**config.mk**
```make
export PLATFORM = sky130hd
export DESIGN_NAME = ring_record_store_with_handles_flat
export DESIGN_NICKNAME = d
export VERILOG_FILES = /design/src/rtl/rrs_pkg.sv /design/src/rtl/rrs_if.sv /design/src/rtl/rrs_ram.sv /design/src/rtl/rrs_load_chk.sv /design/src/rtl/ring_record_store_with_handles.sv /design/src/flat_wrapper.sv
export SDC_FILE = /design/constraint.sdc
export NUM_CORES = 1
export LEC_CHECK = 0
export BUFFER_PORTS_ARGS = -buffer_cell sky130_fd_sc_hd__buf_2
export CAP_MARGIN = 10
export CORE_ASPECT_RATIO = 2
export CORE_UTILIZATION = 60
export DETAILED_ROUTE_END_ITERATION = 12
export PLACE_DENSITY = 0.78
export SLEW_MARGIN = 5
export SYNTH_ARGS = -nofsm -noshare
export SYNTH_HDL_FRONTEND = slang
export SYNTH_SLANG_ARGS = --single-unit
```
**constraint.sdc**
```tcl
create_clock -name i_clk -period 11.35 [get_ports i_clk]
set_input_delay 2.27 -clock i_clk [delete_from_list [all_inputs] [get_ports i_clk]]
set_output_delay 2.27 -clock i_clk [all_outputs]
set_load 0.005 [all_outputs]
```
**src/rtl/rrs_pkg.sv**
```systemverilog
package rrs_pkg;

    localparam int BUFFER_BYTES = 32;
    localparam int LEN_W = 6;
    localparam int AGE_W = 16;
    localparam int POS_W = 5;
    localparam int BYTE_W = 8;
    localparam int MAX_LOAD = 32;

    typedef enum logic [1:0] {
        KIND_HANDLE  = 2'd0,
        KIND_TRUNC   = 2'd1,
        KIND_DATA    = 2'd2,
        KIND_INVALID = 2'd3
    } t_kind;

    typedef enum logic {
        REQ_STORE = 1'b0,
        REQ_LOAD  = 1'b1
    } t_req;

    typedef enum logic {
        ST_IDLE,
        ST_LOAD
    } t_state;

endpackage

```
**src/rtl/rrs_if.sv**
```systemverilog
interface rrs_in_if;
    logic        valid;
    logic        ready;
    logic        req_type;
    logic [7:0]  store_byte;
    logic        store_last;
    logic [4:0]  handle_pos;
    logic [5:0]  handle_length;
    logic [15:0] handle_age;

    modport source (output valid, req_type, store_byte, store_last, handle_pos,
                    handle_length, handle_age, input ready);
    modport sink (input valid, req_type, store_byte, store_last, handle_pos,
                  handle_length, handle_age, output ready);
endinterface

interface rrs_out_if;
    logic        valid;
    logic        ready;
    logic [1:0]  kind;
    logic [4:0]  out_pos;
    logic [5:0]  out_length;
    logic [15:0] out_age;
    logic [7:0]  out_byte;
    logic        last;

    modport source (output valid, kind, out_pos, out_length, out_age, out_byte, last,
                    input ready);
    modport sink (input valid, kind, out_pos, out_length, out_age, out_byte, last,
                  output ready);
endinterface

```
**src/rtl/rrs_ram.sv**
```systemverilog
module rrs_ram #(
    parameter int WIDTH = 8,
    parameter int DEPTH = 32
) (
    input  logic                     i_clk,
    input  logic                     i_we,
    input  logic [$clog2(DEPTH)-1:0] i_waddr,
    input  logic [WIDTH-1:0]         i_wdata,
    input  logic                     i_re,
    input  logic [$clog2(DEPTH)-1:0] i_raddr,
    output logic [WIDTH-1:0]         o_rdata
);

    logic [WIDTH-1:0] r_mem [DEPTH];
    logic [WIDTH-1:0] r_rdata;

    always_ff @(posedge i_clk) begin
        if (i_we) begin
            r_mem[i_waddr] <= i_wdata;
        end
        if (i_re) begin
            r_rdata <= r_mem[i_raddr];
        end
    end

    assign o_rdata = r_rdata;

endmodule

```
**src/rtl/rrs_load_chk.sv**
```systemverilog
module rrs_load_chk (
    input  logic [rrs_pkg::POS_W-1:0]                 i_pos,
    input  logic [rrs_pkg::LEN_W-1:0]                 i_len,
    input  logic [rrs_pkg::AGE_W-1:0]                 i_age,
    input  logic [$clog2(rrs_pkg::BUFFER_BYTES)-1:0]  i_wp,
    input  logic [rrs_pkg::AGE_W-1:0]                 i_gen,
    output logic                                      o_ok
);
    import rrs_pkg::*;

    localparam int SUM_W = 7;
    localparam logic [SUM_W-1:0] BUF_N = SUM_W'(BUFFER_BYTES);
    localparam logic [SUM_W-1:0] MAX_N = SUM_W'(MAX_LOAD);

    logic [SUM_W-1:0] pos_x;
    logic [SUM_W-1:0] len_x;
    logic [SUM_W-1:0] wp_x;
    logic [SUM_W-1:0] sum;
    logic [SUM_W-1:0] end_x;
    logic [AGE_W-1:0] age_diff;
    logic             shape_ok;
    logic             same_gen;
    logic             prev_gen;

    always_comb begin
        pos_x = SUM_W'(i_pos);
        len_x = SUM_W'(i_len);
        wp_x = SUM_W'(i_wp);
        sum = pos_x + len_x;
        // sum stays below twice the ring size when the shape is legal
        end_x = (sum >= BUF_N) ? sum - BUF_N : sum;
        age_diff = i_gen - i_age;
        shape_ok = (len_x != '0) && (len_x <= BUF_N) && (len_x <= MAX_N) && (pos_x < BUF_N);
        same_gen = (i_age == i_gen) && (end_x <= wp_x);
        prev_gen = (age_diff == AGE_W'(1)) && (pos_x >= wp_x);
        o_ok = shape_ok && (same_gen || prev_gen);
    end

endmodule

```
**src/rtl/ring_record_store_with_handles.sv**
```systemverilog
// Byte ring store with generation-tagged handles. A store item appends one byte
// at the write pointer; a record's final byte returns a handle (start, length,
// generation at start), kind 1 if the record outgrew the ring and was cut at
// BUFFER_BYTES bytes. A load item's handle is checked against the pointer and
// generation on acceptance; an intact record then streams through the registered
// RAM read one byte per cycle while the sink is ready, with no new item taken in
// the meantime; a stale or malformed handle returns a single invalid result.
// Bytes leave through an output register, so a store can be accepted while a
// handle still waits there provided the sink takes it in the same cycle.
module ring_record_store_with_handles (
    input  logic         i_clk,
    input  logic         i_rst_n,
    rrs_in_if.sink       i_in,
    rrs_out_if.source    o_out
);
    import rrs_pkg::*;

    localparam int PTR_W = $clog2(BUFFER_BYTES);
    localparam int CNT_W = $clog2(BUFFER_BYTES + 1);
    localparam logic [PTR_W-1:0] PTR_LAST = PTR_W'(BUFFER_BYTES - 1);
    localparam logic [CNT_W-1:0] CNT_FULL = CNT_W'(BUFFER_BYTES);

    t_state            r_state, n_state;
    logic [PTR_W-1:0]  r_wp, n_wp;
    logic [AGE_W-1:0]  r_gen, n_gen;
    logic [PTR_W-1:0]  r_start, n_start;
    logic [AGE_W-1:0]  r_rgen, n_rgen;
    logic [CNT_W-1:0]  r_cnt, n_cnt;
    logic              r_open, n_open;
    logic              r_trunc, n_trunc;
    logic [PTR_W-1:0]  r_idx, n_idx;
    logic [LEN_W-1:0]  r_issue_left, n_issue_left;
    logic [LEN_W-1:0]  r_out_left, n_out_left;
    logic              r_pend, n_pend;

    logic              r_out_valid, n_out_valid;
    t_kind             r_kind, n_kind;
    logic [POS_W-1:0]  r_out_pos, n_out_pos;
    logic [LEN_W-1:0]  r_out_length, n_out_length;
    logic [AGE_W-1:0]  r_out_age, n_out_age;
    logic [BYTE_W-1:0] r_out_byte, n_out_byte;
    logic              r_last, n_last;

    logic              out_free;
    logic              in_ready;
    logic              in_fire;
    logic              is_load;
    logic              load_ok;
    logic              move;
    logic              issue;

    logic              ram_we;
    logic              ram_re;
    logic [BYTE_W-1:0] ram_rdata;

    logic [PTR_W-1:0]  st_start;
    logic [AGE_W-1:0]  st_gen;
    logic [CNT_W-1:0]  st_cnt;
    logic              st_trunc;

    rrs_load_chk u_chk (
        .i_pos (i_in.handle_pos),
        .i_len (i_in.handle_length),
        .i_age (i_in.handle_age),
        .i_wp  (r_wp),
        .i_gen (r_gen),
        .o_ok  (load_ok)
    );

    rrs_ram #(.WIDTH(BYTE_W), .DEPTH(BUFFER_BYTES)) u_ram (
        .i_clk   (i_clk),
        .i_we    (ram_we),
        .i_waddr (r_wp),
        .i_wdata (i_in.store_byte),
        .i_re    (ram_re),
        .i_raddr (r_idx),
        .o_rdata (ram_rdata)
    );

    assign out_free = !r_out_valid || o_out.ready;
    assign in_ready = (r_state == ST_IDLE) && out_free;
    assign in_fire = i_in.valid && in_ready;
    assign is_load = (i_in.req_type == REQ_LOAD);
    assign move = (r_state == ST_LOAD) && r_pend && out_free;
    assign issue = (r_state == ST_LOAD) && (r_issue_left != '0) && (!r_pend || out_free);
    assign ram_re = issue;
    assign ram_we = in_fire && !is_load && (st_cnt < CNT_FULL);

    always_comb begin
        n_state = r_state;
        case (r_state)
            ST_IDLE: begin
                if (in_fire && is_load && load_ok) begin
                    n_state = ST_LOAD;
                end
            end
            ST_LOAD: begin
                if (move && (r_out_left == LEN_W'(1))) begin
                    n_state = ST_IDLE;
                end
            end
            default: n_state = ST_IDLE;
        endcase
    end

    always_comb begin
        // context of the open record, or a fresh one starting here
        st_start = r_open ? r_start : r_wp;
        st_gen = r_open ? r_rgen : r_gen;
        st_cnt = r_open ? r_cnt : '0;
        st_trunc = r_open && r_trunc;

        n_wp = r_wp;
        n_gen = r_gen;
        n_start = r_start;
        n_rgen = r_rgen;
        n_cnt = r_cnt;
        n_open = r_open;
        n_trunc = r_trunc;
        n_idx = r_idx;
        n_issue_left = r_issue_left;
        n_out_left = r_out_left;
        n_pend = r_pend;

        n_out_valid = r_out_valid && !o_out.ready;
        n_kind = r_kind;
        n_out_pos = r_out_pos;
        n_out_length = r_out_length;
        n_out_age = r_out_age;
        n_out_byte = r_out_byte;
        n_last = r_last;

        if (in_fire && !is_load) begin
            n_start = st_start;
            n_rgen = st_gen;
            n_cnt = st_cnt;
            n_trunc = st_trunc;
            if (st_cnt < CNT_FULL) begin
                n_cnt = st_cnt + CNT_W'(1);
                if (r_wp == PTR_LAST) begin
                    n_wp = '0;
                    n_gen = r_gen + AGE_W'(1);
                end else begin
                    n_wp = r_wp + PTR_W'(1);
                end
            end else begin
                n_trunc = 1'b1;
            end
            if (i_in.store_last) begin
                n_out_valid = 1'b1;
                n_kind = n_trunc ? KIND_TRUNC : KIND_HANDLE;
                n_out_pos = POS_W'(st_start);
                n_out_length = LEN_W'(n_cnt);
                n_out_age = st_gen;
                n_out_byte = '0;
                n_last = 1'b1;
                n_open = 1'b0;
                n_trunc = 1'b0;
                n_cnt = '0;
            end else begin
                n_open = 1'b1;
            end
        end

        if (in_fire && is_load) begin
            if (load_ok) begin
                n_idx = PTR_W'(i_in.handle_pos);
                n_issue_left = i_in.handle_length;
                n_out_left = i_in.handle_length;
                n_pend = 1'b0;
            end else begin
                n_out_valid = 1'b1;
                n_kind = KIND_INVALID;
                n_out_pos = '0;
                n_out_length = '0;
                n_out_age = '0;
                n_out_byte = '0;
                n_last = 1'b1;
            end
        end

        // stream: hand the read byte to the output, refill behind it
        if (move) begin
            n_out_valid = 1'b1;
            n_kind = KIND_DATA;
            n_out_pos = '0;
            n_out_length = '0;
            n_out_age = '0;
            n_out_byte = ram_rdata;
            n_last = (r_out_left == LEN_W'(1));
            n_out_left = r_out_left - LEN_W'(1);
            n_pend = 1'b0;
        end
        if (issue) begin
            n_pend = 1'b1;
            n_issue_left = r_issue_left - LEN_W'(1);
            n_idx = (r_idx == PTR_LAST) ? '0 : r_idx + PTR_W'(1);
        end
    end

    always_ff @(posedge i_clk) begin
        if (!i_rst_n) begin
            r_state <= ST_IDLE;
            r_wp <= '0;
            r_gen <= '0;
            r_start <= '0;
            r_rgen <= '0;
            r_cnt <= '0;
            r_open <= 1'b0;
            r_trunc <= 1'b0;
            r_issue_left <= '0;
            r_out_left <= '0;
            r_pend <= 1'b0;
            r_out_valid <= 1'b0;
        end else begin
            r_state <= n_state;
            r_wp <= n_wp;
            r_gen <= n_gen;
            r_start <= n_start;
            r_rgen <= n_rgen;
            r_cnt <= n_cnt;
            r_open <= n_open;
            r_trunc <= n_trunc;
            r_issue_left <= n_issue_left;
            r_out_left <= n_out_left;
            r_pend <= n_pend;
            r_out_valid <= n_out_valid;
        end
    end

    always_ff @(posedge i_clk) begin
        r_idx <= n_idx;
        r_kind <= n_kind;
        r_out_pos <= n_out_pos;
        r_out_length <= n_out_length;
        r_out_age <= n_out_age;
        r_out_byte <= n_out_byte;
        r_last <= n_last;
    end

    assign i_in.ready = in_ready;
    assign o_out.valid = r_out_valid;
    assign o_out.kind = r_kind;
    assign o_out.out_pos = r_out_pos;
    assign o_out.out_length = r_out_length;
    assign o_out.out_age = r_out_age;
    assign o_out.out_byte = r_out_byte;
    assign o_out.last = r_last;

endmodule

```
**src/flat_wrapper.sv**
```systemverilog
// flat-port wrapper written by rule: the top's interface ports become plain ports
module ring_record_store_with_handles_flat import rrs_pkg::*;
  (i_clk, i_rst_n, i_in_valid, i_in_req_type, i_in_store_byte, i_in_store_last, i_in_handle_pos, i_in_handle_length, i_in_handle_age, i_in_ready, o_out_valid, o_out_kind, o_out_out_pos, o_out_out_length, o_out_out_age, o_out_out_byte, o_out_last, o_out_ready);
  rrs_in_if i_in_i ();
  rrs_out_if o_out_i ();
  input  logic i_clk;
  input  logic i_rst_n;
  input wire logic [$bits(i_in_i.valid)-1:0] i_in_valid;
  input wire logic [$bits(i_in_i.req_type)-1:0] i_in_req_type;
  input wire logic [$bits(i_in_i.store_byte)-1:0] i_in_store_byte;
  input wire logic [$bits(i_in_i.store_last)-1:0] i_in_store_last;
  input wire logic [$bits(i_in_i.handle_pos)-1:0] i_in_handle_pos;
  input wire logic [$bits(i_in_i.handle_length)-1:0] i_in_handle_length;
  input wire logic [$bits(i_in_i.handle_age)-1:0] i_in_handle_age;
  output wire logic [$bits(i_in_i.ready)-1:0] i_in_ready;
  output wire logic [$bits(o_out_i.valid)-1:0] o_out_valid;
  output wire logic [$bits(o_out_i.kind)-1:0] o_out_kind;
  output wire logic [$bits(o_out_i.out_pos)-1:0] o_out_out_pos;
  output wire logic [$bits(o_out_i.out_length)-1:0] o_out_out_length;
  output wire logic [$bits(o_out_i.out_age)-1:0] o_out_out_age;
  output wire logic [$bits(o_out_i.out_byte)-1:0] o_out_out_byte;
  output wire logic [$bits(o_out_i.last)-1:0] o_out_last;
  input wire logic [$bits(o_out_i.ready)-1:0] o_out_ready;
  assign i_in_i.valid = i_in_valid;
  assign i_in_i.req_type = i_in_req_type;
  assign i_in_i.store_byte = i_in_store_byte;
  assign i_in_i.store_last = i_in_store_last;
  assign i_in_i.handle_pos = i_in_handle_pos;
  assign i_in_i.handle_length = i_in_handle_length;
  assign i_in_i.handle_age = i_in_handle_age;
  assign i_in_ready = i_in_i.ready;
  assign o_out_valid = o_out_i.valid;
  assign o_out_kind = o_out_i.kind;
  assign o_out_out_pos = o_out_i.out_pos;
  assign o_out_out_length = o_out_i.out_length;
  assign o_out_out_age = o_out_i.out_age;
  assign o_out_out_byte = o_out_i.out_byte;
  assign o_out_last = o_out_i.last;
  assign o_out_i.ready = o_out_ready;
  ring_record_store_with_handles u_core (.i_clk(i_clk), .i_rst_n(i_rst_n), .i_in(i_in_i), .o_out(o_out_i));
endmodule
```
== After elaboration in Yosys (flattened, before gate mapping) ==
Memories as Yosys holds them, arrays and structs flattened. A register that Yosys moved wholly into a read port is not among the register bits.
Index checks and enable logic that the tools add are counted.

* Bitwise logic cells: 1
* Add/sub/neg operators: 9
* Shift operators: 0
* Divide/modulo/power cells: 0
* Multipliers: 0
* Reduce and logical (&&, ||, !) cells: 38
* Eq/ne operators: 5
* $lt $le $gt $ge: 5
* Mux-type cells: 60

{| class="wikitable"
|+ Operators by type and width
! cell !! count
|-
| 16-bit two-way mux || 5
|-
| 6-bit two-way mux || 11
|-
| 5-bit two-way mux || 10
|-
| 8-bit two-way mux || 5
|-
| 1-bit two-way mux || 23
|-
| 1-bit logical AND || 18
|-
| 16-bit by 1-bit adder with 16-bit output, second input constant || 1
|-
| 16-bit by 1-bit == test with 1-bit output, second input constant || 1
|-
| 16-bit == test || 1
|-
| 16-bit subtractor || 1
|-
| 6-bit nonzero test || 2
|-
| 6-bit by 1-bit subtractor with 6-bit output, second input constant || 2
|-
| 5-bit by 1-bit adder with 5-bit output, second input constant || 2
|-
| 5-bit == test, second input constant || 2
|-
| 2-bit two-way mux || 4
|-
| 2-bit AND reduction || 4
|-
| 2-bit nonzero test || 4
|-
| 5-bit by 6-bit adder with 7-bit output || 1
|-
| 7-bit by 6-bit >= comparator with 1-bit output, second input constant || 1
|-
| 7-bit by 5-bit <= comparator with 1-bit output || 1
|-
| 7-bit two-way mux || 1
|-
| 7-bit by 6-bit subtractor with 7-bit output, second input constant || 1
|-
| 6-bit by 1-bit adder with 6-bit output, second input constant || 1
|-
| 6-bit by 1-bit == test with 1-bit output, second input constant || 1
|-
| 9 further kinds || 15
|}

* Flip-flop bits (word level): 108
* Bits in writable memories: 256
* Memories: 1
* Bits in latches: 0
* Word-level logic and storage cells: 138
* Memory bits (read-only): 0

{| class="wikitable"
|+ Memories
! memory !! words !! width !! read ports !! clocked after memory_dff !! write ports !! line !! RTL
|-
| u_core.u_ram.r_mem || 32 || 8 || 1 || 1 || 1 || rrs_ram.sv:14 || <nowiki>logic [WIDTH-1:0] r_mem [DEPTH];</nowiki>
|}

== Longest topological paths before layout ==
* Depth in word-level cells: 11
* Mapped depth: 17

== Modules after synthesis ==
From an unflattened synthesis, not the netlist that was laid out.

* Cell total of the unflattened synthesis: 1,141
* Area total of the unflattened synthesis: 16,489.6 um2

{| class="wikitable"
|+ By module, submodules not included
! module !! times used !! area an instance (um2) !! cells an instance
|-
| rrs_ram || 1 || 10,133.5 || 417
|-
| ring_record_store_with_handles || 1 || 4,932.2 || 526
|-
| rrs_load_chk || 1 || 1,423.9 || 198
|}

== Worst setup path before layout ==
Ideal clock, no wire load.

* Kind: input to register
* Start: in i_in_handle_length[0]
* End: reg u_core.r_last (netlist: u_core.o_out.last)
* Data required time: 11,228 ps
* Stages on the path: 16
* Library setup time: 122 ps
* Slack: 5,949 ps
* Arrival: 5,279 ps
* Cell sequence: ha_1 > inv_1 > fa_1 > nor2b_1 > o21a_1 > or3_1 > and2_1 > ha_1 > mux2i_1 > nor2_1 > nor4_1 > or3b_1 > o2111ai_2 > nand3_1 > buf_4 > o32a_1

* Longest elaborated chain between the ends: 10
* Elaborated cells between the ends (all ways): 15
* Those cells by class: 2 x add/sub; 3 x order compare; 4 x mux; 6 x reduce/logical

{| class="wikitable"
|+ RTL lines
! element !! line !! RTL
|-
| start, declared || flat_wrapper.sv:13 || <nowiki>input wire logic [$bits(i_in_i.handle_length)-1:0] i_in_handle_length;</nowiki>
|-
| 5-bit by 6-bit adder with 7-bit output || rrs_load_chk.sv:29 || <nowiki>sum = pos_x + len_x;</nowiki>
|-
| 7-bit by 6-bit subtractor with 7-bit output or 7-bit by 6-bit >= comparator with 1-bit output (tied branches) || rrs_load_chk.sv:31 || <nowiki>end_x = (sum >= BUF_N) ? sum - BUF_N : sum;</nowiki>
|-
| 7-bit two-way mux || rrs_load_chk.sv:31 ||
|-
| 7-bit by 5-bit <= comparator with 1-bit output || rrs_load_chk.sv:34 || <nowiki>same_gen = (i_age == i_gen) && (end_x <= wp_x);</nowiki>
|-
| 1-bit logical AND || rrs_load_chk.sv:34 ||
|-
| 1-bit logical OR || rrs_load_chk.sv:36 || <nowiki>o_ok = shape_ok && (same_gen || prev_gen);</nowiki>
|-
| 1-bit logical AND (*) || rrs_load_chk.sv:36 ||
|-
| 1-bit two-way mux (*) || ring_record_store_with_handles.sv:166 || <nowiki>if (load_ok) begin</nowiki>
|-
| 1-bit two-way mux (*) || ring_record_store_with_handles.sv:165 || <nowiki>if (in_fire && is_load) begin</nowiki>
|-
| 1-bit two-way mux (*) || ring_record_store_with_handles.sv:183 || <nowiki>if (move) begin</nowiki>
|-
| named net u_core.n_last || ring_record_store_with_handles.sv:42 || <nowiki>logic r_last, n_last;</nowiki>
|-
| end signal, assigned || ring_record_store_with_handles.sv:238 || <nowiki>r_last <= n_last;</nowiki>
|-
| end, declared || ring_record_store_with_handles.sv:42 ||
|}

Mark *: on every way through the listed nets, which the timed path passes. The rest lies on a longest branch.
A chain may end at the register's enable or synchronous reset.

== Worst setup path after layout ==
Same ends and word-level chain as after synthesis.

==> run_results.csv <==
group,metric,value,unit
routing,drtPass1Iterations,5,
final_layout,nFillCells,2040,
worst_setup_path,cp-end-kind,"flip-flop",
worst_setup_path,slowest_stage,"nand3_2",
routing,drt-met1-wl,13200,microns
power_and_ir_drop,p_int,0.00209,W
yosys,async_reset_ff_frac,0,
global_route,grtUsageTotal,0.285,
worst_setup_path,path_max_fanout,38,
global_route,grt.overflow.total,0,
hold_path,hold_class,"flip-flop to flip-flop",
worst_setup_path,crit_buf_inv,2,
clock_network,clkLatencyLatePin,0.59,ns
final_layout,final_cells,1782,
routing,drt-total-wl,40300,microns
sta,hold_viol,0,
yosys,syn_nets,1439,
routing,ant_nets,0,
final_layout,final_common_cell,"edfxtp_1",
final_layout,nets,1493,
routing,via_per_inst,6.12,
worst_setup_path,worstPathRequired,11.81,ns
power_and_ir_drop,swShare,0.218,
routing,wl_per_cell,22.6,microns
worst_setup_path,critPathKind,"primary input to flip-flop",
yosys,synth_cells,1352,
final_layout,n_antenna_cell,0,
sta,fin_crit,6.10,ns
final_layout,drive_gt1_frac,0.148,
place,portBuffers,80,
power_and_ir_drop,ir_worst_vdd,140,uV
power_and_ir_drop,p_clk_frac,0.396,
floorplanning,core,27500,sq um
power_and_ir_drop,power_switching,0.000581,W
global_route,grt_pass1_vias,10800,
power_and_ir_drop,power.share.sequential,0.554,
yosys,ys_warn_count,0,
worst_setup_path,cp_top_family,"simple AND/OR/NAND/NOR gates",
yosys,ys_types,73,
power_and_ir_drop,power,0.00267,W
sta,rsz0062_at_grt,"false",
yosys,synth_edf_count,269,
yosys,synth_top_cell_area_share,0.482,
place,dp.cells,1725,
floorplanning,pin_count,81,
sta,finalMaxSlewViolations,0,
worst_setup_path,rr_startpoint,"u_core.r_gen[0]",
clock_network,cts.sinks,372,
routing,drt_iter0_drc,741,
power_and_ir_drop,power_density,145,nW/um^2
final_layout,syn_to_final_growth,9.69,%
sta,finalCritPeriodShare,0.537,
yosys,synthFlopType,"edfxtp_1",
yosys,yosys-top-cells-area,"edfxtp_1, dfxtp_1, mux2i_1",
floorplanning,row_count,86,
worst_setup_path,path_depth,16,
sta,tightest_slew,0.958,ns
yosys,synth_top_cell_by_area,"edfxtp_1",
worst_setup_path,startpoint,"i_in_handle_length[0]",
yosys,avgSynthCellArea,12.4,sq um
yosys,ys_ff_latch,372,
place,dp_hpwl,28200,microns
floorplanning,initial_core_util,0.609,
clock_network,cts_setup_buffers,0,
worst_setup_path,crit_top_cell,"ha_1",
routing,dr_wl_met2,22000,microns
final_layout,multi_input_area,6200,sq um
sta,setup_ws,5.25,ns
yosys,ys_seq_area_frac,0.605,
clock_network,post_cts_resized,0,
routing,highest_layer,"met4",
sta,final.setup.tns,0,ns
worst_setup_path,arrival,6.56,ns
clock_network,cts_max_level,1,
clock_network,cts_buffer_depth,3,
floorplanning,fp.dieW,120,microns
clock_network,root_buffer,"clkbuf_16",
hold_path,worstHoldStart,"u_core.u_ram.o_rdata[5]",
hold_path,whs_path_depth,2,
outcome,outcome,"complete, no violations",
job,drv_cap,0,
sta,fmax,164,MHz
global_route,grt_first_pass_wirelength,60600,microns
routing,vias,10900,
place,gp_congestion,1.01,
sta,setup_viol,0,
floorplanning,die_h,238,microns
clock_network,cts_buffers,31,
final_layout,area.sequential,10100,sq um
yosys,syn_area,16800,sq um
place,pre_cts_ws,4.70,ns
worst_setup_path,cp_cell_sequence,"buf_2, ha_1, inv_1, fa_1, nor2b_1, o21a_1, or3_1, and2_1, ha_1, mux2i_1, nor2_1, nor4_1, or3b_1, o2111ai_2, nand3_2, o32a_1",
sta,slew_headroom,0.361,
power_and_ir_drop,p_comb_frac,0.051,
worst_setup_path,critical-path-max-stage-delay,0.75,ns
global_route,grt_max_degree,56,
sta,finClkSkew,0.0160,ns
clock_network,cts_tree,"done",
clock_network,hold_buffers,0,
worst_setup_path,cp-start-kind,"primary input",
routing,wl_met3,1710,microns
floorplanning,die_area,28700,sq um
final_layout,layout_common_cells,"edfxtp_1, nand2_1, nor2_1",
global_route,grt_antenna_before_repair,0,
routing,drc_errors,0,
power_and_ir_drop,leakage,6.50,nW
clock_network,path_clk_slew,0.07,ns
worst_setup_path,r2r_cells,12,
flip-flops by register name, indices dropped and copies added, names as in the netlist:
name	flops
u_core.o_out.valid	1
u_core.r_wp	5
u_core.r_cnt	6
u_core.r_rgen	16
u_core.r_issue_left	6
u_core.o_out.out_pos	5
u_core.r_open	1
u_core.r_trunc	1
u_core.u_ram.r_mem	256
u_core.r_start	5
u_core.r_state	1
u_core.o_out.out_byte	8
u_core.o_out.out_age	16
u_core.o_out.out_length	6
u_core.o_out.last	1
u_core.o_out.kind	2
u_core.r_out_left	6
u_core.r_gen	16
u_core.r_idx	5
u_core.r_pend	1
u_core.u_ram.o_rdata	8
worst reg2reg max path, delay by kind of cell (launching register included):
| family | cells | cell delay (ns) |
|---|---|---|
| flip-flops | 1 | 0.50 |
| AND/OR/NAND/NOR | 4 | 1.19 |
| buffers and inverters | 1 | 0.13 |
| AO/OA/AOI/OAI | 5 | 1.78 |
| adder cells (fa/ha/maj) | 2 | 0.66 |
logic make-up after synthesis:
| group | Yosys count | synth area share |
|---|---|---|
| AOI/OAI and AO/OA | 258 | 0.108 |
| xor gates and xnor gates | 26 | 0.0136 |
| adders and majority gates | 46 | 0.0352 |
| buffers and inverters | 107 | 0.0264 |
| DFF | 372 | 0.605 |
| muxes | 127 | 0.0997 |
| and+or+nand+nor | 416 | 0.112 |
final timing paths:
path              slack (ns)                       end
setup / recovery        5.25         u_core.o_out.last
hold / removal          0.44  u_core.o_out.out_byte[5]
setup reg to reg        6.97         u_core.o_out.last
hold reg to reg         0.44  u_core.o_out.out_byte[5]
layer usage:
metal  global-route usage  vias up
li1                     -     5140
met1                0.281     5277
met2                0.536      356
met3               0.0268      140
met4                0.218        0
met5                    0        -
Yosys cell counts (11+ instances only):
library cell and n:
o21ai_0 58, mux4_2 32, clkbuf_1 46, nand3_1 23, nand2_1 147, buf_1 11, nand2b_1 13, nor2_1 145
xnor2_1 13, edfxtp_1 269, dfxtp_1 103, inv_1 38, a211oi_2 17, a21oi_1 73, or3_1 15, mux2i_1 95
o221ai_1 24, ha_1 44, xor2_1 13
metrics by stage:
step | hold slack, ns | util | area (sq um)
2_1_floorplan | 0.418 | - | 16800
3_5_place_dp | 0.429 | 0.632 | 17400
5_1_grt | 0.471 | 0.668 | 18400
6_report | 0.440 | 0.668 | 18400
4_1_cts | 0.445 | 0.668 | 18400
3_3_place_gp | 0.431 | 0.632 | 17400
final cells by class:
cell class | count | area share
multi-input combinational | 873 | 0.337
inverter | 39 | 0.00796
tap | 352 | 0.0239
clock inverter | 22 | 0.0114
timing repair buffer | 89 | 0.0254
sequential | 372 | 0.551
clock buffer | 35 | 0.0430
power groups by stage:
stage | Sequential (W) | Clock [W] | Combinational, W
after floorplan | 0.00150 | 0 | 0.0000813
after global placement | 0.00151 | 0 | 0.000130
after detailed placement | 0.00151 | 0 | 0.000134
after CTS | 0.00148 | 0.00107 | 0.000135
after global routing | 0.00148 | 0.00112 | 0.000149
final | 0.00148 | 0.00106 | 0.000135
Power figures use the tool's default switching activity.
